--- src/rtl/dvmg_pkg.sv ---
// Shared types, constants and helpers for the dewarp vertex map generator.
// No dependencies; used by every module of the block.
package dvmg_pkg;

  localparam int BLOCK_SIZE_DEF = 16;
  localparam int IDX_W          = 9;
  localparam int Q_W            = 25;   // signed Q16.8
  localparam int SAT_W          = 50;
  localparam int CFG_W          = 32;
  localparam int REG_IDX_W      = 3;

  localparam logic signed [SAT_W-1:0] QMAX = SAT_W'(16777215);
  localparam logic signed [SAT_W-1:0] QMIN = -SAT_W'(16777216);

  typedef enum logic [REG_IDX_W-1:0] {
    REG_OUT_DIMS    = 3'd0,
    REG_OUT_OFFSET  = 3'd1,
    REG_INV_SCALE_X = 3'd2,
    REG_INV_SCALE_Y = 3'd3,
    REG_ROTATION    = 3'd4,
    REG_CROP_DIMS   = 3'd5,
    REG_CROP_ORIGIN = 3'd6,
    REG_FLIP_FLAGS  = 3'd7
  } reg_index_t;

  typedef logic signed [Q_W-1:0] q_t;

  typedef struct packed {
    logic [15:0]        out_h;
    logic [15:0]        out_w;
    logic signed [15:0] off_y;
    logic signed [15:0] off_x;
    logic [23:0]        inv_x;
    logic [23:0]        inv_y;
    logic signed [15:0] sin_a;
    logic signed [15:0] cos_a;
    logic [15:0]        crop_h;
    logic [15:0]        crop_w;
    logic [15:0]        org_y;
    logic [15:0]        org_x;
    logic               transpose;
    logic               vflip;
    logic               hflip;
  } cfg_t;

  function automatic q_t sat_q(input logic signed [SAT_W-1:0] v);
    q_t r;
    if (v > QMAX) begin
      r = q_t'(QMAX);
    end else if (v < QMIN) begin
      r = q_t'(QMIN);
    end else begin
      r = q_t'(v);
    end
    return r;
  endfunction

endpackage

--- src/rtl/dvmg_rotate.sv ---
// Rotation by the configured cos/sin: products, then sum and rounding.
// Two register stages. Depends on dvmg_pkg.
module dvmg_rotate (
  input  logic           clk,
  input  logic           rst,
  input  dvmg_pkg::cfg_t cfg,
  input  logic           v_in,
  output logic           ready_up,
  input  dvmg_pkg::q_t   x_in,
  input  dvmg_pkg::q_t   y_in,
  output logic           v_out,
  input  logic           ready_dn,
  output dvmg_pkg::q_t   x_out,
  output dvmg_pkg::q_t   y_out
);
  import dvmg_pkg::*;

  logic va, vb;
  logic ready_a, ready_b;
  logic signed [40:0] pcx, psy, psx, pcy;
  logic signed [40:0] pcx_next, psy_next, psx_next, pcy_next;
  logic signed [41:0] sx, sy;
  q_t   xb_next, yb_next;

  assign ready_b  = ~vb | ready_dn;
  assign ready_a  = ~va | ready_b;
  assign ready_up = ready_a;
  assign v_out    = vb;

  always_comb begin
    pcx_next = cfg.cos_a * x_in;
    psy_next = cfg.sin_a * y_in;
    psx_next = cfg.sin_a * x_in;
    pcy_next = cfg.cos_a * y_in;
  end

  always_comb begin
    sx = 42'(pcx) - 42'(psy) + 42'sd8192;
    sy = 42'(psx) + 42'(pcy) + 42'sd8192;
    xb_next = sat_q(SAT_W'(sx >>> 14));
    yb_next = sat_q(SAT_W'(sy >>> 14));
  end

  always_ff @(posedge clk) begin
    if (rst) begin
      va <= 1'b0;
      vb <= 1'b0;
    end else begin
      if (ready_a) va <= v_in;
      if (ready_b) vb <= va;
    end
  end

  always_ff @(posedge clk) begin
    if (ready_a && v_in) begin
      pcx <= pcx_next;
      psy <= psy_next;
      psx <= psx_next;
      pcy <= pcy_next;
    end
    if (ready_b && va) begin
      x_out <= xb_next;
      y_out <= yb_next;
    end
  end

endmodule

--- config.mk ---
export PLATFORM = sky130hd
export DESIGN_NAME = dvmg_rotate
export DESIGN_NICKNAME = d
export VERILOG_FILES = /design/src/rtl/dvmg_pkg.sv /design/src/rtl/dvmg_rotate.sv
export SDC_FILE = /design/constraint.sdc
export NUM_CORES = 2
export LEC_CHECK = 0
export BUFFER_PORTS_ARGS = -buffer_cell sky130_fd_sc_hd__buf_2
export CAP_MARGIN = 20
export CORE_UTILIZATION = 59
export DETAILED_ROUTE_END_ITERATION = 8
export GPL_ROUTABILITY_DRIVEN = 0
export PLACE_DENSITY = 0.8
export SKIP_CTS_REPAIR_TIMING = 1
export SLEW_MARGIN = 20
export SYNTH_ARGS = -nofsm -noshare
export SYNTH_HDL_FRONTEND = slang
export SYNTH_SLANG_ARGS = --single-unit
--- constraint.sdc ---
create_clock -name clk -period 6.5 [get_ports clk]
set_input_delay 0.65 -clock clk [delete_from_list [all_inputs] [get_ports clk]]
set_output_delay 0.65 -clock clk [all_outputs]
set_load 0.01 [all_outputs]
Word-level counts from Yosys, hierarchy flattened
Cells that the tools add are included.

Word-level logic and storage cells: 28. Bits of input ports: 265. Flip-flop bits (word level): 216. Output and inout port bits: 52.

Order comparisons: 4. Reductions and logical operators: 2. Multipliers: 4. Mux-type cells: 2. $add $sub $neg: 4. Bitwise logic cells: 4.

Operator list (count): 16-bit by 25-bit multiplier with 41-bit output (4); 42-bit by 15-bit adder with 42-bit output (second input constant) (2); 28-bit by 25-bit greater-than comparator with 1-bit output (second input constant) (2); 28-bit by 25-bit less-than comparator with 1-bit output (second input constant) (2); 25-bit 2-to-1 mux (2); 41-bit by 41-bit adder with 42-bit output (1); 41-bit by 41-bit subtractor with 42-bit output (1); 1-bit logical AND (2); 1-bit inverter (2); 1-bit OR (2).

Longest topological paths before layout
Depth in word-level cells: 4. Depth in mapped cells: 28. Gate-level depth less buffers: 27.

Least setup slack after synthesis
No wires, ideal clock.

Path type: input port to flip-flop. Start point: input port cfg[74] (netlist bit). End point: register pcx[40] (data pin). Arrival: 6.620 ns. Library setup time: 0.260 ns. Buffers on the path: 2. Stages: 26. Setup slack: -0.380 ns. Required time: 6.240 ns. Path through: clkbuf_1 -> clkbuf_1 -> nand2_1 -> fa_1 -> inv_1 -> fa_1 -> inv_1 -> fa_1 -> inv_1 -> fa_1 -> fa_1 -> inv_1 -> fa_1 -> inv_1 -> ha_1 -> and4_1 -> o31ai_1 -> o21ai_1 -> nand2b_1 -> o21ba_2 -> a41o_1 -> a41oi_2 -> o2111ai_1 -> a31oi_1 -> o21ai_1 -> xnor2_1.

Word-level cells in the longest chain between the ends: 1.

Ends and longest elaborated chain: start, declared (RTL line dvmg_rotate.sv:6) `input dvmg_pkg::cfg_t cfg,`; 16-bit by 25-bit multiplier with 41-bit output (RTL line dvmg_rotate.sv:31) `pcx_next = cfg.cos_a * x_in;`; via pcx_next[40] (RTL line dvmg_rotate.sv:21) `logic signed [40:0] pcx_next, psy_next, psx_next, pcy_next;`; end signal, assigned (RTL line dvmg_rotate.sv:56) `pcx <= pcx_next;`; end, declared (RTL line dvmg_rotate.sv:20) `logic signed [40:0] pcx, psy, psx, pcy;`.

The timed path passes the listed nets, and every way through them passes these cells. A chain may end at the register's enable or synchronous reset.

Final worst setup path
Start point: input port cfg[71] (netlist bit). End point: register pcx[38] (data pin).

The elaborated chain is that of the path after synthesis.

==> flow_summary_export.csv <==
group,metric,value,unit
cts,cts.path.max_buffers,3,
worst_hold_path,hold_start,"rst",
logic_synthesis,yosys_warnings,0,
logic_synthesis,ys_async_sr_fraction,0,
sta,period_needed,6.520,ns
global_routing,grt_pass1_vias,56610,
cells_and_area,synthToLayoutAreaGrowth,14.16,%
setup_path,r2r_cells,14,
global_routing,antenna_found_initial,8,
cts,clockRootBuffer,"clkbuf_16",
detailed_routing,postRouteAntennaNets,0,
logic_synthesis,ys_ff_latch,216,
floorplan,die_y,341.1,µm
flow_run,maxCapViolCount,0,
setup_path,arrival,6.87,ns
cells_and_area,mostFrequentLayoutCells,"inv_1 (1836), fa_1 (1543), nand2_1 (948)",
global_routing,grt_pass1_wl,293300,µm
setup_path,start_kind,"primary input",
logic_synthesis,syn_inst,7237,
floorplan,fp-row-count,124,
logic_synthesis,syn_avg_cell_area,9.376,µm²
logic_synthesis,yosysSeqAreaShare,0.09530,
cells_and_area,nNetsFinal,10210,
cts,htreeDepth,1,
global_routing,gr-total-overflow,0,
setup_path,worst_setup_path_end_kind,"flop",
sta,totalNegativeSetupSlack,-0.03381,ns
logic_synthesis,syn_area,67850,µm²
detailed_routing,drt_iter0_markers,4053,
sta,hold_viol,0,
logic_synthesis,synth_fa_ha_area_frac,0.5608,
detailed_routing,via_per_inst,5.521,
cts,clk_pin_slew,0.06,ns
cts,cts_buffers,27,
cells_and_area,finish.utilization,0.6784,
sta,timing.slew.headroom,0.3454,
logic_synthesis,synth_edf_count,214,
detailed_routing,drc,0,
logic_synthesis,synthSimpleGateAreaFrac,0.1386,
setup_path,path_delay_family,"adder cells",
logic_synthesis,synthMuxAreaShare,0,
floorplan,initial_core_util,0.5942,
setup_path,rr_startpoint,"pcx[14]",
setup_path,path_depth,25,
outcome,status,"complete, but fails checks",
detailed_routing,vias,51760,
place,io_buffer_count,137,
sta,rsz0062_at_grt,"true",
sta,setup_viol,4,
setup_path,cp_data_required_time,6.85,ns
detailed_routing,wl_per_cell,19.27,µm
cells_and_area,multi_input_area,53750,µm²
logic_synthesis,ys.flop_type,"edfxtp_1",
sta,finalMaxSlewViolations,0,
cts,worstSkewPairLatency,0.63,ns
floorplan,die_w,341.1,µm
floorplan,die_area,116400,µm²
cts,cts.sink_count,216,
logic_synthesis,synth-compound-area-share,0.05569,
setup_path,worstSetupPathType,"in -> reg",
setup_path,crit_fanout,10,
setup_path,max_stage_delay,0.54,ns
cells_and_area,n_fill_cell,8282,
setup_path,critPathBufInv,9,
sta,tightest_slew,0.9809,ns
place,hpwl,152300,µm
sta,max_freq,153.4,MHz
logic_synthesis,synth_top_family_by_area,"adder cells",
cells_and_area,seqCellArea,6466,µm²
cells_and_area,drive_gt1_frac,0.1381,
setup_path,slowest_stage,"fa_1",
sta,final.setup_skew,0.03454,ns
detailed_routing,drt_first_pass_iters,6,
floorplan,ioPinCount,317,
logic_synthesis,synthXorXnorAreaFrac,0.02904,
worst_hold_path,hp-class,"in -> reg",
sta,finalWorstSetupSlack,-0.02014,ns
setup_path,crit_top_cell,"fa_1",
global_routing,grt_use_total,0.3231,
logic_synthesis,synth_fp_nets,9612,
global_routing,grt_max_degree,121,
floorplan,core,114200,µm²
cells_and_area,mostFrequentLayoutCell,"inv_1",
logic_synthesis,ys_types,84,
outcome,violations,"negative setup slack",
cts,cts_tree,"done",
setup_path,startpoint,"cfg[71]",
detailed_routing,routed_wl,180700,µm
sta,period_share,1.003,
worst_hold_path,whs_path_depth,2,
[layout make-up]
cell class / count / share of cell area
Multi-Input combinational cell: 4850 / 0.6938
Clock inverter: 20 / 0.003085
Tap cell: 1512 / 0.02442
Sequential cell: 216 / 0.08348
Antenna cell: 6 / 0.0001938
Inverter: 1843 / 0.08931
Clock buffer: 29 / 0.008819
Timing Repair Buffer: 899 / 0.09685
[layer usage]
layer | wire [µm] | part of all wire | global-route usage | vias up
met4 | 15440 | 0.085 | 0.2093 | 6
met5 | 44 | 0.00024 | 0 | -
met1 | 64190 | 0.36 | 0.4005 | 26180
met3 | 15900 | 0.088 | 0.05197 | 633
met2 | 85080 | 0.47 | 0.5280 | 2417
li1 | - | - | - | 22520
[worst paths after layout]
| path | endpoint | slack [ns] |
|---|---|---|
| hold reg to reg | v_out | 0.52 |
| setup reg to reg | x_out[12] | 1.59 |
| hold / removal | v_out | 0.20 |
| setup / recovery | pcx[38] | -0.02 |
[cells in the mapped netlist, types with 38 or more instances]
master	instances	share of area
edfxtp_1	214	0.095
nand3_1	38	0.0028
o21ai_0	68	0.0050
xor2_1	59	0.0076
fa_1	1552	0.46
nor2_1	165	0.0091
inv_1	1842	0.10
nand2_1	952	0.053
ha_1	558	0.10
clkbuf_1	322	0.018
xnor2_1	166	0.021
and2_1	641	0.059
nand2b_1	43	0.0040
a21oi_1	168	0.012
a21o_1	132	0.015
[metrics by stage]
stage	area [µm²]	setup slack, ns	instances	hold slack, ns
detailed placement	75630	-0.8999	9301	0.5109
global route	77450	-0.2006	9371	0.2138
finish	77460	-0.02014	9375	0.2031
floorplan	68120	-0.01611	7237	0.4778
global placement	75630	-0.9078	9301	0.4930
CTS	76550	-0.3224	9350	0.1846
[cells by family after synthesis]
kind of cell / Yosys count
and+or+nand+nor: 1950
buffers and inverters: 2171
DFF: 216
AOI/OAI and AO/OA: 565
adders and majority gates: 2110
xor gates and xnor gates: 225
[registers in the layout, indices dropped and copies added (netlist names)]
| signal | cells |
|---|---|
| x_out | 25 |
| v_out | 1 |
| pcy | 41 |
| va | 1 |
| psy | 41 |
| pcx | 41 |
| y_out | 25 |
| psx | 41 |
Power is not shown: default switching activity piles up to over one toggle a cycle in this logic, so the estimate is an artifact.
