==> src/rtl/dvmg_pkg.sv <==
// Shared types, constants and helpers for the dewarp vertex map generator.
// No dependencies; used by every module of the block.
package dvmg_pkg;

  localparam int BLOCK_SIZE_DEF = 16;
  localparam int IDX_W          = 9;
  localparam int Q_W            = 25;   // signed Q16.8
  localparam int SAT_W          = 50;
  localparam int CFG_W          = 32;
  localparam int REG_IDX_W      = 3;

  localparam logic signed [SAT_W-1:0] QMAX = SAT_W'(16777215);
  localparam logic signed [SAT_W-1:0] QMIN = -SAT_W'(16777216);

  typedef enum logic [REG_IDX_W-1:0] {
    REG_OUT_DIMS    = 3'd0,
    REG_OUT_OFFSET  = 3'd1,
    REG_INV_SCALE_X = 3'd2,
    REG_INV_SCALE_Y = 3'd3,
    REG_ROTATION    = 3'd4,
    REG_CROP_DIMS   = 3'd5,
    REG_CROP_ORIGIN = 3'd6,
    REG_FLIP_FLAGS  = 3'd7
  } reg_index_t;

  typedef logic signed [Q_W-1:0] q_t;

  typedef struct packed {
    logic [15:0]        out_h;
    logic [15:0]        out_w;
    logic signed [15:0] off_y;
    logic signed [15:0] off_x;
    logic [23:0]        inv_x;
    logic [23:0]        inv_y;
    logic signed [15:0] sin_a;
    logic signed [15:0] cos_a;
    logic [15:0]        crop_h;
    logic [15:0]        crop_w;
    logic [15:0]        org_y;
    logic [15:0]        org_x;
    logic               transpose;
    logic               vflip;
    logic               hflip;
  } cfg_t;

  function automatic q_t sat_q(input logic signed [SAT_W-1:0] v);
    q_t r;
    if (v > QMAX) begin
      r = q_t'(QMAX);
    end else if (v < QMIN) begin
      r = q_t'(QMIN);
    end else begin
      r = q_t'(v);
    end
    return r;
  endfunction

endpackage

==> src/rtl/dvmg_front.sv <==
// Front end: corner clamp, centring with offset, then inverse scale.
// Two register stages. Depends on dvmg_pkg.
module dvmg_front #(
  parameter int BLOCK_SIZE = dvmg_pkg::BLOCK_SIZE_DEF
) (
  input  logic                       clk,
  input  logic                       rst,
  input  dvmg_pkg::cfg_t             cfg,
  input  logic                       v_in,
  output logic                       ready_up,
  input  logic [dvmg_pkg::IDX_W-1:0] col,
  input  logic [dvmg_pkg::IDX_W-1:0] row,
  output logic                       v_out,
  input  logic                       ready_dn,
  output dvmg_pkg::q_t               x_out,
  output dvmg_pkg::q_t               y_out
);
  import dvmg_pkg::*;

  localparam int CXW  = IDX_W + $clog2(BLOCK_SIZE);
  localparam int CMPW = (CXW > 16) ? CXW : 16;

  logic va, vb;
  logic ready_a, ready_b;
  q_t   xa, ya;
  q_t   xa_next, ya_next, xb_next, yb_next;

  logic [CXW-1:0]    cx_raw, cy_raw;
  logic [15:0]       cx, cy;
  logic signed [26:0] xs, ys;
  logic signed [49:0] px, py;

  assign ready_b  = ~vb | ready_dn;
  assign ready_a  = ~va | ready_b;
  assign ready_up = ready_a;
  assign v_out    = vb;

  always_comb begin
    cx_raw = CXW'(col) * CXW'(BLOCK_SIZE);
    cy_raw = CXW'(row) * CXW'(BLOCK_SIZE);
    cx = (CMPW'(cx_raw) > CMPW'(cfg.out_w)) ? cfg.out_w : 16'(cx_raw);
    cy = (CMPW'(cy_raw) > CMPW'(cfg.out_h)) ? cfg.out_h : 16'(cy_raw);
    xs = $signed({3'b0, cx, 8'b0}) - $signed({4'b0, cfg.out_w, 7'b0}) + 27'sd128
       + $signed({{3{cfg.off_x[15]}}, cfg.off_x, 8'b0});
    ys = $signed({3'b0, cy, 8'b0}) - $signed({4'b0, cfg.out_h, 7'b0}) + 27'sd128
       + $signed({{3{cfg.off_y[15]}}, cfg.off_y, 8'b0});
    xa_next = sat_q(SAT_W'(xs));
    ya_next = sat_q(SAT_W'(ys));
  end

  // Q16.8 x Q8.16, round half up then floor back to Q16.8
  always_comb begin
    px = xa * $signed({1'b0, cfg.inv_x});
    py = ya * $signed({1'b0, cfg.inv_y});
    xb_next = sat_q((px + 50'sd32768) >>> 16);
    yb_next = sat_q((py + 50'sd32768) >>> 16);
  end

  always_ff @(posedge clk) begin
    if (rst) begin
      va <= 1'b0;
      vb <= 1'b0;
    end else begin
      if (ready_a) va <= v_in;
      if (ready_b) vb <= va;
    end
  end

  always_ff @(posedge clk) begin
    if (ready_a && v_in) begin
      xa <= xa_next;
      ya <= ya_next;
    end
    if (ready_b && va) begin
      x_out <= xb_next;
      y_out <= yb_next;
    end
  end

endmodule

==> config.mk <==
export PLATFORM = sky130hd
export DESIGN_NAME = dvmg_front
export DESIGN_NICKNAME = d
export VERILOG_FILES = /design/src/rtl/dvmg_pkg.sv /design/src/rtl/dvmg_front.sv
export SDC_FILE = /design/constraint.sdc
export NUM_CORES = 2
export LEC_CHECK = 0
export ABC_AREA = 1
export BUFFER_PORTS_ARGS = -buffer_cell sky130_fd_sc_hd__clkbuf_2
export CAP_MARGIN = 20
export CORE_UTILIZATION = 63
export DETAILED_ROUTE_END_ITERATION = 8
export MAX_ROUTING_LAYER = met4
export PLACE_DENSITY_LB_ADDON = 0.3
export SLEW_MARGIN = 20
export SYNTH_ARGS = -nofsm -noshare
export SYNTH_HDL_FRONTEND = slang
export SYNTH_SLANG_ARGS = --single-unit
==> constraint.sdc <==
create_clock -name clk -period 14.8 [get_ports clk]
set_clock_uncertainty 0.1 [all_clocks]
set_input_delay 0 -clock clk [delete_from_list [all_inputs] [get_ports clk]]
set_output_delay 0 -clock clk [all_outputs]
set_load 0.005 [all_outputs]
# Word level (Yosys, flattened, before mapping)

Index checks and enable logic that the tools add are counted.

Bitwise logic cells: 4
Div/mod/pow operators: 0
$add $sub $neg: 8
Shift-type cells: 0
$lt $le $gt $ge: 10
Muxes and demuxes: 6
Equality and inequality tests: 0
Reductions and logical operators: 2
Multiply operators: 2

Operators by type and width:

| kind                                                                              | number |
|---|---|
| 50-bit by 17-bit adder with 50-bit output, second input constant                  | 2 |
| 25-bit by 25-bit multiplier with 50-bit output                                    | 2 |
| 25-bit 2-to-1 mux                                                                 | 4 |
| 34-bit by 25-bit greater-than comparator with 1-bit output, second input constant | 2 |
| 34-bit by 25-bit < comparator with 1-bit output, second input constant            | 2 |
| 26-bit by 24-bit adder with 27-bit output                                         | 2 |
| 27-bit by 25-bit greater-than comparator with 1-bit output, second input constant | 2 |
| 27-bit by 25-bit < comparator with 1-bit output, second input constant            | 2 |
| 25-bit by 9-bit adder with 26-bit output, second input constant                   | 2 |
| 24-bit by 23-bit subtractor with 25-bit output                                    | 2 |
| 13-bit by 16-bit greater-than comparator with 1-bit output                        | 2 |
| 16-bit 2-to-1 mux                                                                 | 2 |
| 1-bit logical AND                                                                 | 2 |
| 1-bit inverter                                                                    | 2 |
| 1-bit bitwise OR                                                                  | 2 |

Output and inout bits: 52
Bits in latches: 0
Memory bits (read-only): 0
Bits in registers: 102
RAM bits: 0
Memories: 0
Logic and storage cells: 38
Bits of input ports: 233

# Logic depth before layout (Yosys ltp)

Depth after elaboration: 7
Depth in mapped cells: 41
Gate-level depth less buffers: 37

# Worst setup path before layout

Ideal clock, no wire load.

Path type: reg2reg
Start: register ya[24]
End: register y_out[10] (data pin)
Cell stages (with the launch flop): 29
Arrival time: 6.884 ns
Slack: 7.563 ns
Clock period less this slack: 7.237 ns
Required time: 14.448 ns
Cells stage by stage: edfxtp_1 clkbuf_1 nand2_1 fa_1 inv_1 fa_1 inv_1 fa_1 inv_1 fa_1 fa_1 fa_1 inv_1 fa_1 inv_1 ha_1 a21oi_1 inv_1 a21oi_1 o21ai_0 nor2_1 nand4_1 nand2_1 nand3_1 nor2_1 nand3_1 nand2_2 buf_6 nand2_1

Word-level cells in the longest chain between the ends: 4
Elaborated cells between the ends (all ways): 5
Those cells by class: 1 x add/sub; 1 x mul; 2 x order compare; 1 x mux

Ends and longest elaborated chain:

| what                                             | RTL line         | text |
|---|---|---|
| start, declared                                  | dvmg_front.sv:25 | `q_t xa, ya;` |
| start signal, assigned                           | dvmg_front.sv:72 | `ya <= ya_next;` |
| 25-bit by 25-bit multiplier with 50-bit output * | dvmg_front.sv:54 | `py = ya * $signed({1'b0, cfg.inv_y});` |
| 50-bit by 17-bit adder with 50-bit output *      | dvmg_front.sv:56 | `yb_next = sat_q((py + 50'sd32768) >>> 16);` |
| 34-bit by 25-bit < comparator with 1-bit output  | dvmg_pkg.sv:50   | `end else if (v < QMIN) begin` |
| 25-bit 2-to-1 mux                                | dvmg_pkg.sv:50   |  |
| end signal, assigned                             | dvmg_front.sv:76 | `y_out <= yb_next;` |
| end, declared                                    | dvmg_front.sv:16 | `output dvmg_pkg::q_t y_out` |

Mark *: on every way between the ends. The rest lies on a longest branch, timed or not.
A chain may end at the register's enable or synchronous reset.

# Final worst setup path

Start: register xa[24]
End: register x_out[18] (data pin)

Word-level cells in the longest chain between the ends: 4
Elaborated cells between the ends (all ways): 5
Those cells by class: 1 x add/sub; 1 x mul; 2 x order compare; 1 x mux

Ends and longest elaborated chain:

| what                                             | RTL line         | text |
|---|---|---|
| start, declared                                  | dvmg_front.sv:25 |  |
| start signal, assigned                           | dvmg_front.sv:71 | `xa <= xa_next;` |
| 25-bit by 25-bit multiplier with 50-bit output * | dvmg_front.sv:53 | `px = xa * $signed({1'b0, cfg.inv_x});` |
| 50-bit by 17-bit adder with 50-bit output *      | dvmg_front.sv:55 | `xb_next = sat_q((px + 50'sd32768) >>> 16);` |
| 34-bit by 25-bit < comparator with 1-bit output  | dvmg_pkg.sv:50   |  |
| 25-bit 2-to-1 mux                                | dvmg_pkg.sv:50   |  |
| end signal, assigned                             | dvmg_front.sv:75 | `x_out <= xb_next;` |
| end, declared                                    | dvmg_front.sv:15 | `output dvmg_pkg::q_t x_out,` |

Marked as above.

==> results.tsv <==
metric	value	unit
outcome	completed	
num-fill-cells	7295	
fp.dieW	295	um
start_kind	flip-flop	
io_pins	285	
area_growth	4.24	%
nets	9025	
synth_async_sr_flop_share	0	%
first_pass_iters	6	
post_drt_wl_per_cell	16.3	um
synthCells	7150	
cpPeakStageDelay	1000	ps
hold_viol_final	0	
vias_per_cell	5.13	
clk_latency	380	ps
fp.coreArea	85000	um2
vias	42900	
first_global_vias	45500	
place_hpwl	118	mm
synth_area_leaders	fa_1 (43%), inv_1 (17%), nand2_1 (12%)	
yosysMostFrequentCell	inv_1	
grt-ovfl-total	0	
start_util	63.5	%
ys.warnings.count	0	
drv_slew	0	
maxSlewHeadroom	22.8	%
synth_area_per_cell	7.55	um2
cp-end-kind	flip-flop	
path_clk_slew	80	ps
crit_required	14830	ps
final.setup.tns	0	ps
period_needed	8990	ps
antenna_left	0	
cts-buffers-inserted	9	
first_iter_violations	2746	
finalSetupViolations	0	
drc	0	
io_buffers	185	
yosysTopAreaCellShare	42.9	%
wl	137	mm
track_usage	34.4	%
die_h	295	um
cts.sinks	90	
ys_types	50	
crit_top_cell	fa_1	
cap_viol_max_count	0	
postSynthRegisterBits	90	
path_max_fanout	24	
cts_buffer_depth	2	
h-tree-depth	3	
ys.flop_type	edfxtp_1	
layout-drive-gt1-share	4.72	%
fmax	111	MHz
netlist_area	54000	um2
grt_pass1_wl	228	mm
cts_root_buf	clkbuf_16	
antenna_found_initial	4	
path_buf_inv	6	
fp-row-count	107	
ys_seq_area_share	4.97	%
setup.worst_path.class	reg2reg	
gp_congestion	1.00	
synth_top_area_cell	fa_1	
synth_edf_count	88	
tightestPinTransition	1160	ps
post-route-period-util	60.8	%
ctsResizeCount	0	
grt_start_max_net_pins	51	
crit_slowest_cell	edfxtp_1	
hold_path_class	in2reg	
synth.cells.most_frequent	inv_1 (2452), nand2_1 (1787), fa_1 (1156)	
crit_family	adder cells	
cts_tree	yes	
worst_ep_arrival_time	9020	ps
rsz0062_at_grt	false	
die_area	86900	um2
cell families (layout without fill, tap and decap cells):
logic type      after synthesis  count (layout)  synth area share (%)
compound gates              394             394                  4.09
buf+inv                    2661            2719                  18.7
fa+ha+maj                  1586            1586                  52.8
flops                        90              90                  4.97
xor+xnor                    177             177                  2.88
other cells                   1               9               0.00694
simple gates               2241            2241                  16.5
state kept, by name, indices dropped and copies added (netlist names):
name	count
ya	19
y_out	25
x_out	25
va	1
v_out	1
xa	19
per-layer routing:
metal | track usage, % | up-vias | wire length, um
li1 | - | 20100 | -
met1 | 45.8 | 20800 | 57800
met2 | 55.1 | 1673 | 63700
met3 | 5.36 | 293 | 11200
met4 | 9.15 | 0 | 3830
met5 | - | - | 0
worst min-delay path: cells and delay by family:
| kind | cells | cell delay (ps) |
|---|---|---|
| buffers and inverters | 2 | 320 |
| AND/OR/NAND/NOR | 2 | 110 |
through the flow:
step	hold slack, ps	instance area (um2)	worst slack [ps]	instances	util (%)
CTS	39.3	56300	5950	8354	66.2
detailed placement	84.3	55900	5990	8334	65.8
floorplan	-30.9	54000	7560	7153	-
finish	68.2	56300	5810	8360	66.2
global placement	80.9	55900	6090	8333	65.7
global route	84.1	56300	5470	8359	66.2
cell usage in the layout, fill, tap and decap left out, drive strengths merged, types with 3 or more instances in the layout:
cell type	n
o21a	5
and2	7
nor4	7
nand3	95
nor2	241
ha	430
dlygate4sd3	4
xnor2	66
a21oi	182
conb	4
fa	1156
xor2	111
buf	48
a21o	26
nand2	1818
o211ai	3
a31oi	15
diode	5
edfxtp	88
inv	2468
clkbuf	195
o21ai	114
nand4	31
nor3	28
a21boi	6
or2	11
o21bai	31
path summary, 6_finish.rpt:
| path | slack, ps | cells after the start | endpoint | from |
|---|---|---|---|---|
| worst max-delay path | 5810 | 26 | x_out[18]$_SDFFCE_PN1P_ | xa[24]$_SDFFCE_PN0P_ |
| worst min-delay path | 70 | 4 | ya[7]$_SDFFCE_PN1P_ | cfg[195] |
| worst max register to register | 5810 | 26 | x_out[18]$_SDFFCE_PN1P_ | xa[24]$_SDFFCE_PN0P_ |
| worst min register to register | 920 | 3 | x_out[16]$_SDFFCE_PN1P_ | va$_SDFFE_PP0N_ |
area by class of cell:
class	count	area (um2)	share of cell area [%]
Antenna cell	5	12.5	0.0222
Clock buffer	10	229	0.407
Clock inverter	6	73.8	0.131
Inverter	2466	9260	16.4
Multi-Input combinational cell	4402	41300	73.3
Sequential cell	90	2680	4.77
Tap cell	1144	1430	2.54
Timing Repair Buffer	237	1350	2.40
repair_timing:
item / in CTS / in global routing
hold buffers: 4 / 0
buffers inserted: 0 / 0
endpoints found under the hold margin: 2 / 0
endpoints found under the setup margin: 0 / 0
Power is not shown: default switching activity piles up to over one toggle a cycle in this logic, so the estimate is an artifact.
