[src/rtl/dvmg_pkg.sv]
// Shared types, constants and helpers for the dewarp vertex map generator.
// No dependencies; used by every module of the block.
package dvmg_pkg;

  localparam int BLOCK_SIZE_DEF = 16;
  localparam int IDX_W          = 9;
  localparam int Q_W            = 25;   // signed Q16.8
  localparam int SAT_W          = 50;
  localparam int CFG_W          = 32;
  localparam int REG_IDX_W      = 3;

  localparam logic signed [SAT_W-1:0] QMAX = SAT_W'(16777215);
  localparam logic signed [SAT_W-1:0] QMIN = -SAT_W'(16777216);

  typedef enum logic [REG_IDX_W-1:0] {
    REG_OUT_DIMS    = 3'd0,
    REG_OUT_OFFSET  = 3'd1,
    REG_INV_SCALE_X = 3'd2,
    REG_INV_SCALE_Y = 3'd3,
    REG_ROTATION    = 3'd4,
    REG_CROP_DIMS   = 3'd5,
    REG_CROP_ORIGIN = 3'd6,
    REG_FLIP_FLAGS  = 3'd7
  } reg_index_t;

  typedef logic signed [Q_W-1:0] q_t;

  typedef struct packed {
    logic [15:0]        out_h;
    logic [15:0]        out_w;
    logic signed [15:0] off_y;
    logic signed [15:0] off_x;
    logic [23:0]        inv_x;
    logic [23:0]        inv_y;
    logic signed [15:0] sin_a;
    logic signed [15:0] cos_a;
    logic [15:0]        crop_h;
    logic [15:0]        crop_w;
    logic [15:0]        org_y;
    logic [15:0]        org_x;
    logic               transpose;
    logic               vflip;
    logic               hflip;
  } cfg_t;

  function automatic q_t sat_q(input logic signed [SAT_W-1:0] v);
    q_t r;
    if (v > QMAX) begin
      r = q_t'(QMAX);
    end else if (v < QMIN) begin
      r = q_t'(QMIN);
    end else begin
      r = q_t'(v);
    end
    return r;
  endfunction

endpackage

[src/rtl/dvmg_back.sv]
// Back end: crop centre, flips, transpose, crop origin and Q12.4 output.
// Two register stages, the second being the output register. Depends on dvmg_pkg.
module dvmg_back (
  input  logic           clk,
  input  logic           rst,
  input  dvmg_pkg::cfg_t cfg,
  input  logic           v_in,
  output logic           ready_up,
  input  dvmg_pkg::q_t   x_in,
  input  dvmg_pkg::q_t   y_in,
  output logic           v_out,
  input  logic           ready_dn,
  output logic [15:0]    x_out,
  output logic [15:0]    y_out
);
  import dvmg_pkg::*;

  logic va, vb;
  logic ready_a, ready_b;
  q_t   xa, ya, xa_next, ya_next, xc, yc;
  q_t   xt, yt;
  logic signed [26:0] xcs, ycs, xfs, yfs, xo, yo;
  logic [15:0] xb_next, yb_next;

  function automatic logic [15:0] to_q12_4(input logic signed [26:0] v);
    logic [15:0] r;
    if (v <= 27'sd0) begin
      r = 16'd0;
    end else if (v[25:4] > 22'hffff) begin
      r = 16'hffff;
    end else begin
      r = v[19:4];
    end
    return r;
  endfunction

  assign ready_b  = ~vb | ready_dn;
  assign ready_a  = ~va | ready_b;
  assign ready_up = ready_a;
  assign v_out    = vb;

  always_comb begin
    xcs = 27'(x_in) + $signed({4'b0, cfg.crop_w, 7'b0}) - 27'sd128;
    ycs = 27'(y_in) + $signed({4'b0, cfg.crop_h, 7'b0}) - 27'sd128;
    xc  = sat_q(SAT_W'(xcs));
    yc  = sat_q(SAT_W'(ycs));
    xfs = $signed({3'b0, cfg.crop_w, 8'b0}) - 27'sd256 - 27'(xc);
    yfs = $signed({3'b0, cfg.crop_h, 8'b0}) - 27'sd256 - 27'(yc);
    xa_next = cfg.hflip ? sat_q(SAT_W'(xfs)) : xc;
    ya_next = cfg.vflip ? sat_q(SAT_W'(yfs)) : yc;
  end

  always_comb begin
    xt = cfg.transpose ? ya : xa;
    yt = cfg.transpose ? xa : ya;
    xo = 27'(xt) + $signed({3'b0, cfg.org_x, 8'b0});
    yo = 27'(yt) + $signed({3'b0, cfg.org_y, 8'b0});
    xb_next = to_q12_4(xo);
    yb_next = to_q12_4(yo);
  end

  always_ff @(posedge clk) begin
    if (rst) begin
      va <= 1'b0;
      vb <= 1'b0;
    end else begin
      if (ready_a) va <= v_in;
      if (ready_b) vb <= va;
    end
  end

  always_ff @(posedge clk) begin
    if (ready_a && v_in) begin
      xa <= xa_next;
      ya <= ya_next;
    end
    if (ready_b && va) begin
      x_out <= xb_next;
      y_out <= yb_next;
    end
  end

endmodule

[config.mk]
export PLATFORM = sky130hd
export DESIGN_NAME = dvmg_back
export DESIGN_NICKNAME = d
export VERILOG_FILES = /design/src/rtl/dvmg_pkg.sv /design/src/rtl/dvmg_back.sv
export SDC_FILE = /design/constraint.sdc
export NUM_CORES = 1
export LEC_CHECK = 0
export ABC_AREA = 0
export BUFFER_PORTS_ARGS = -buffer_cell sky130_fd_sc_hd__buf_2
export CORE_MARGIN = 10
export CORE_UTILIZATION = 59
export CTS_CLUSTER_DIAMETER = 120
export DETAILED_ROUTE_END_ITERATION = 10
export PLACE_DENSITY = 0.94
export SKIP_CTS_REPAIR_TIMING = 1
export SYNTH_ARGS = -nofsm -noshare
export SYNTH_HDL_FRONTEND = slang
export SYNTH_SLANG_ARGS = --single-unit
[constraint.sdc]
create_clock -name clk -period 14.6 [get_ports clk]
set_clock_uncertainty 0.05 [all_clocks]
set_input_delay 1.46 -clock clk [delete_from_list [all_inputs] [get_ports clk]]
set_output_delay 1.46 -clock clk [all_outputs]
set_load 0.05 [all_outputs]
# ---- Yosys cells after proc, flatten, opt, wreduce, memory -nomap -nowiden
# Index checks and enable logic that the tools add are counted.
dict set report classes {
  magnitude_cmp 12
  addsub 10
  bitwise 4
  muxes 14
  reduce_logical 2
}
# operator n
set ops {}
lappend ops {{2-to-1 mux 25 bit} 12}
lappend ops {{greater-than comparator 27 x 25 -> 1 bit (second input constant)} 2}
lappend ops {{less-than comparator 27 x 25 -> 1 bit (second input constant)} 2}
lappend ops {{subtractor 26 x 9 -> 27 bit (second input constant)} 2}
lappend ops {{adder 25 x 24 -> 26 bit} 2}
lappend ops {{adder 25 x 25 -> 26 bit} 2}
lappend ops {{greater-than comparator 26 x 25 -> 1 bit (second input constant)} 2}
lappend ops {{<= comparator 26 x 1 -> 1 bit (second input constant)} 2}
lappend ops {{less-than comparator 26 x 25 -> 1 bit (second input constant)} 2}
lappend ops {{subtractor 25 x 25 -> 26 bit} 2}
lappend ops {{subtractor 24 x 9 -> 25 bit (second input constant)} 2}
lappend ops {{greater-than comparator 22 x 16 -> 1 bit (second input constant)} 2}
lappend ops {{2-to-1 mux 16 bit} 2}
lappend ops {{logical AND 1 bit} 2}
lappend ops {{NOT 1 bit} 2}
lappend ops {{OR 1 bit} 2}
dict set report totals {
  reg_bits 84
  elab_cells 48
  input_bits 265
  out_inout_bits 34
}

# ---- Depth between registers and ports, before layout
dict set report depth {
  ltp_word 10
  ltp_mapped 28
  mapped_depth_nobuf 25
}

# ---- Worst setup path before layout
# Ideal clock, no wire load.
dict set report synth_path {
  kind {input to register}
  start {input port cfg[52] (netlist name)}
  end {register ya[6], data pin}
  arrival_time_ns 6.745
  setup_slack_ns 7.539
  path_stages 27
  required_ns 14.285
  setup_ns 0.265
  n_path_buf 3
  cell_sequence {inv_1 > ha_1 > inv_1 > ha_1 > fa_1 > a211oi_1 > o21ai_1 > and3_1 > o21ai_1 > nand2_1 > a21oi_1 > clkbuf_1 > o21ai_0 > ha_1 > clkbuf_1 > a21oi_1 > o21ba_2 > o21ai_1 > a31o_2 > a221o_1 > a21oi_1 > o31ai_4 > xnor2_2 > nand2_2 > buf_6 > a22oi_1 > o21ai_1}
}
dict set report synth_via {
  elab_chain_len 10
  elab_cells_between_ends 13
  classes_between {4 x add/sub; 4 x order compare; 5 x mux}
}
# item line_no
set synth_lines {}
lappend synth_lines {{from (decl)} dvmg_back.sv:6} ;# input dvmg_pkg::cfg_t cfg,
lappend synth_lines {{adder 25 x 24 -> 26 bit} dvmg_back.sv:44} ;# ycs = 27'(y_in) + $signed({4'b0, cfg.crop_h, 7'b0}) - 27'sd128;
lappend synth_lines {{subtractor 26 x 9 -> 27 bit} dvmg_back.sv:44}
lappend synth_lines {{less-than comparator 27 x 25 -> 1 bit} dvmg_pkg.sv:50} ;# end else if (v < QMIN) begin
lappend synth_lines {{2-to-1 mux 25 bit} dvmg_pkg.sv:50}
lappend synth_lines {{2-to-1 mux 25 bit} dvmg_pkg.sv:48} ;# if (v > QMAX) begin
lappend synth_lines {{subtractor 25 x 25 -> 26 bit} dvmg_back.sv:48} ;# yfs = $signed({3'b0, cfg.crop_h, 8'b0}) - 27'sd256 - 27'(yc);
lappend synth_lines {{less-than comparator 26 x 25 -> 1 bit} dvmg_pkg.sv:50}
lappend synth_lines {{2-to-1 mux 25 bit} dvmg_pkg.sv:50}
lappend synth_lines {{2-to-1 mux 25 bit} dvmg_pkg.sv:48}
lappend synth_lines {{2-to-1 mux 25 bit (*)} dvmg_back.sv:50} ;# ya_next = cfg.vflip ? sat_q(SAT_W'(yfs)) : yc;
lappend synth_lines {{via ya_next[6]} dvmg_back.sv:20} ;# q_t xa, ya, xa_next, ya_next, xc, yc;
lappend synth_lines {{to (signal assigned)} dvmg_back.sv:75} ;# ya <= ya_next;
lappend synth_lines {{to (decl)} dvmg_back.sv:20}
# The timed path passes the listed nets; every way through them passes the cells marked *.
# A chain may end at the register's enable or synchronous reset.

# ---- Worst setup path in the final report
dict set report layout_path {
  start {input port cfg[36] (netlist name)}
  end {register xa[21], data pin}
}
dict set report layout_via {
  elab_chain_len 10
  elab_cells_between_ends 13
  classes_between {4 x add/sub; 4 x order compare; 5 x mux}
}
# item line_no
set layout_lines {}
lappend layout_lines {{adder 25 x 24 -> 26 bit} dvmg_back.sv:43} ;# xcs = 27'(x_in) + $signed({4'b0, cfg.crop_w, 7'b0}) - 27'sd128;
lappend layout_lines {{subtractor 26 x 9 -> 27 bit} dvmg_back.sv:43}
lappend layout_lines {{less-than comparator 27 x 25 -> 1 bit} dvmg_pkg.sv:50}
lappend layout_lines {{2-to-1 mux 25 bit} dvmg_pkg.sv:50}
lappend layout_lines {{2-to-1 mux 25 bit} dvmg_pkg.sv:48}
lappend layout_lines {{subtractor 25 x 25 -> 26 bit} dvmg_back.sv:47} ;# xfs = $signed({3'b0, cfg.crop_w, 8'b0}) - 27'sd256 - 27'(xc);
lappend layout_lines {{less-than comparator 26 x 25 -> 1 bit} dvmg_pkg.sv:50}
lappend layout_lines {{2-to-1 mux 25 bit} dvmg_pkg.sv:50}
lappend layout_lines {{2-to-1 mux 25 bit} dvmg_pkg.sv:48}
lappend layout_lines {{2-to-1 mux 25 bit (*)} dvmg_back.sv:49} ;# xa_next = cfg.hflip ? sat_q(SAT_W'(xfs)) : xc;
lappend layout_lines {{via xa_next[21]} dvmg_back.sv:20}
lappend layout_lines {{to (signal assigned)} dvmg_back.sv:74} ;# xa <= xa_next;
lappend layout_lines {{to (decl)} dvmg_back.sv:20}
# Marked as above.

==> results.txt <==
- CTS clock-pin slew for the worst setup and hold paths: approximately 60 ps
* Worst Path Max Fanout: 24
- Avg Cell Area, Syn: ~8.2 um^2
- Area share of the largest cell type after synthesis: 0.207
- Number of top-level pins: about 300
- CTS root buffer: clkbuf_16
- The longest clock path from root to sink contains 2 buffers.
- Measured along the y axis, the die boundary spans between 150 and 200 um.
- Top post-synthesis cells by area: edfxtp_1 (21%), ha_1 (16%), a21oi_1 (7.2%)
- For this run, design rule violations remaining after detail routing come to 0.
* Sequential cell fraction of total power: 0.199
* End of the worst register-to-register path: y_out[8]
- The later pin in the worst-skew pair is clocked with a latency of about 340 ps.
* Max Cap Viol: 0
- For this run, the register share of the synthesized area comes to 0.211.
- First-pass detailed-route iteration total: 6
* P_leak: ~5.6 nW
- The net count of the finished layout is 1846.
- Counting cells, the worst reg-to-reg path comes to 14.
- Clock tree from TritonCTS: done
- Final worst-path cycle share: 0.559
- Wires add up to about 31000 um.
- The core region is approximately 0.018 mm^2.
- Across the VDD grid, the largest voltage drop is roughly 0.13 mV.
- Endpoint with the worst hold slack: v_out
- After layout, the worst setup slack is 6440 ps.
- At the worst endpoint, the required time is between 10000 and 15000 ps.
- Commonest cells in the synthesized netlist: inv_1 (164), a21oi_1 (155), ha_1 (136)
- Cell type contributing the most total cell area after synthesis: edfxtp_1
- WP buf/inv: 3
- Ratio of routed vias to standard cells: roughly 6.3
- Setup crit start kind: primary input
- Most numerous cell in the Yosys netlist: inv_1
- The repair_antennas step left the layout with diodes totalling 0.
- The worst path needs between 8000 and 9000 ps of the cycle, external delays included.
* PD cells: 141 mW/mm^2
- Minimum setup slack among reg-to-reg paths: between 9000 and 10000 ps
- Starting utilization of the core area: 0.598
* Status: finished, final reports clean
- Number of port buffers: about 150
- Prior to clock tree synthesis, the placed netlist has a worst setup slack of 6360 ps.
- In the synthesized netlist the async set-or-reset flop fraction comes to 0.
- Data on the critical path arrives at its endpoint at between 8000 and 9000 ps.
- Least-Margin Pin Slew: around 1100 ps
* Switching part of the total: 0.467
- Counting instances, the worst hold path has a depth of 2.
* Total number of yosys warnings: 0
- The floorplan has between 40 and 50 rows.
* Number of DRC violations after detailed-routing iteration 0: just over 900
- Final Wtd Congestion: around 0.95
- In this run the cell area of the synthesized design comes to ~0.011 mm^2.
- The critical path in this run is classified as primary input to flop.
* Number of distinct library cell variants in the gate-level netlist after synthesis: 95
* Overall via count from detail_route: around 11000
- Of the total power, the clock network draws 0.142.
- Timing would allow up to between 100 and 150 MHz.
- Kind of cell adding the most delay to the critical path: compound AO/OA/AOI/OAI gates
- The worst hold path begins at va.
* Internal power: 0.902 mW
- Setup violations remaining at the end of the flow were counted as 0.
- In this design, the stage delay of the slowest critical-path cell is 910 ps.
- The number of antenna violations at the first check in global routing is 0.
- In the synthesized netlist the dominant register cell turns out to be edfxtp_1.
- Entering global routing, the biggest net connects 43 pins.
- Sink count of the clock tree: 76
* H-tree depth reported by CTS: 3
* Source of the worst register-to-register timing path: ya[8]
- Across every metal layer, demand over resource in global routing totals 0.245.
- Synthesized instance count: approximately 1300
- The number of global-route vias before repair is approximately 10000.
- The slowest stage of the critical path is the a21oi_2 cell.
- Critical path capture point type: flop
- The first global-routing pass estimated between 40000 and 50000 um of wire.
* DIE AREA: about 0.024 mm^2
- Area growth from synthesis to final layout: 11.7%
- Clock tree synthesis inserted a total of 9 buffers.
- Slew Limit Headroom: 0.260
* Total global routing overflow: 0
- Setup repair after global routing missed its margin: no
- In this run the remaining antenna-violating nets after routing total 0.
* Net Sw Power: just under 0.8 mW
- Count of flip-flops with a built-in enable after synthesis: 74
* Final slew viol count: 0
- In this run, synthesis produced a sequential element count of 76.
- Summed over all failing endpoints, the final setup total negative slack is 0 ps.
- Post-synth net total: between 1500 and 2000
* Die width: about 150 um
- Final Hold Slack: 463 ps
- Fraction of layout instances using a drive strength above 1: 0.176
- Final Hold Violating Endpoints: 0
- After detailed routing, the average wire length per cell comes to around 19 um.
- Hpwl dp: between 20000 and 25000 um
- Share of power burned in combinational logic: 0.658
* Total Power Consumption: approximately 1.7 mW
- Hold Crit Class: flop to flop
sequential cells by signal (all words and copies together) (netlist names):
| name | cells |
|---|---|
| x_out | 16 |
| xa | 21 |
| va | 1 |
| y_out | 16 |
| ya | 21 |
| v_out | 1 |
cell families after synthesis:
logic type               share of synthesized area
adder cells (fa/ha/maj)                      0.166
XOR/XNOR                                    0.0847
AO/OA/AOI/OAI                                0.280
buffers and inverters                       0.0740
multiplexers                                0.0457
AND/OR/NAND/NOR                              0.139
flip-flops                                   0.211
routing by layer:
| metal | track usage | share of wire | vias to the layer above |
|---|---|---|---|
| li1 | - | - | 5059 |
| met1 | 0.318 | 0.43 | 4885 |
| met2 | 0.407 | 0.46 | 546 |
| met3 | 0.0488 | 0.092 | 67 |
| met4 | 0.0580 | 0.021 | 0 |
| met5 | 0 | 0 | - |
stage by stage:
step	cells	area (um^2)	util
3_5_place_dp	1659	11700	0.650
4_1_cts	1675	12000	0.668
3_3_place_gp	1659	11700	0.650
6_report	1675	12000	0.668
5_1_grt	1675	12000	0.668
2_1_floorplan	1310	10700	-
placed cells by master, fill, tap and decap left out, drive strengths merged, types with 11 or more instances in the layout:
cell and n:
inv 164, buf 160, a21oi 157, ha 136, nand2 88, edfxtp 74, xnor2 70, o21ai 66
nor2 57, a21o 56, xor2 33, mux2 32, nand3 30, nor3 26, a22oi 24, and3 17
o21bai 14, mux2i 13, o21a 13, a31oi 12, nor2b 12, nor4 12, o211ai 11, nand2b 11
worst register-to-register path, delay by kind of cell, from the launching register on:
family	cells	cell delay, ps
mux	1	310
fa+ha+maj	2	630
simple gates	1	210
flops	1	430
compound gates	10	2710
final cells by class:
class / instances / area [um^2]
Multi-Input combinational cell: 1028 / 7680
Clock inverter: 7 / 101
Sequential cell: 76 / 2260
Tap cell: 229 / 287
Timing Repair Buffer: 160 / 816
Clock buffer: 9 / 225
Inverter: 166 / 623
Fill cell: 1409 / 5960
power groups by stage:
stage | registers [mW] | clock network (mW) | logic (mW)
final | 0.337 | 0.241 | 1.11
after global placement | 0.336 | 0 | 1.04
after global routing | 0.340 | 0.250 | 1.21
after detailed placement | 0.340 | 0 | 1.07
after floorplan | 0.367 | 0 | 0.808
after CTS | 0.336 | 0.241 | 1.09
worst max path at each step:
stage                        end  slack (ps)  depth (start not counted)     from
after floorplan            ya[6]        7540                         27  cfg[52]
after global placement    xa[21]        6500                         25  cfg[36]
after detailed placement  xa[21]        6360                         25  cfg[36]
after CTS                 xa[21]        6690                         25  cfg[36]
after global routing      xa[21]        6030                         25  cfg[36]
final                     xa[21]        6440                         25  cfg[36]
No activity file was read; power rests on OpenSTA's default activity.
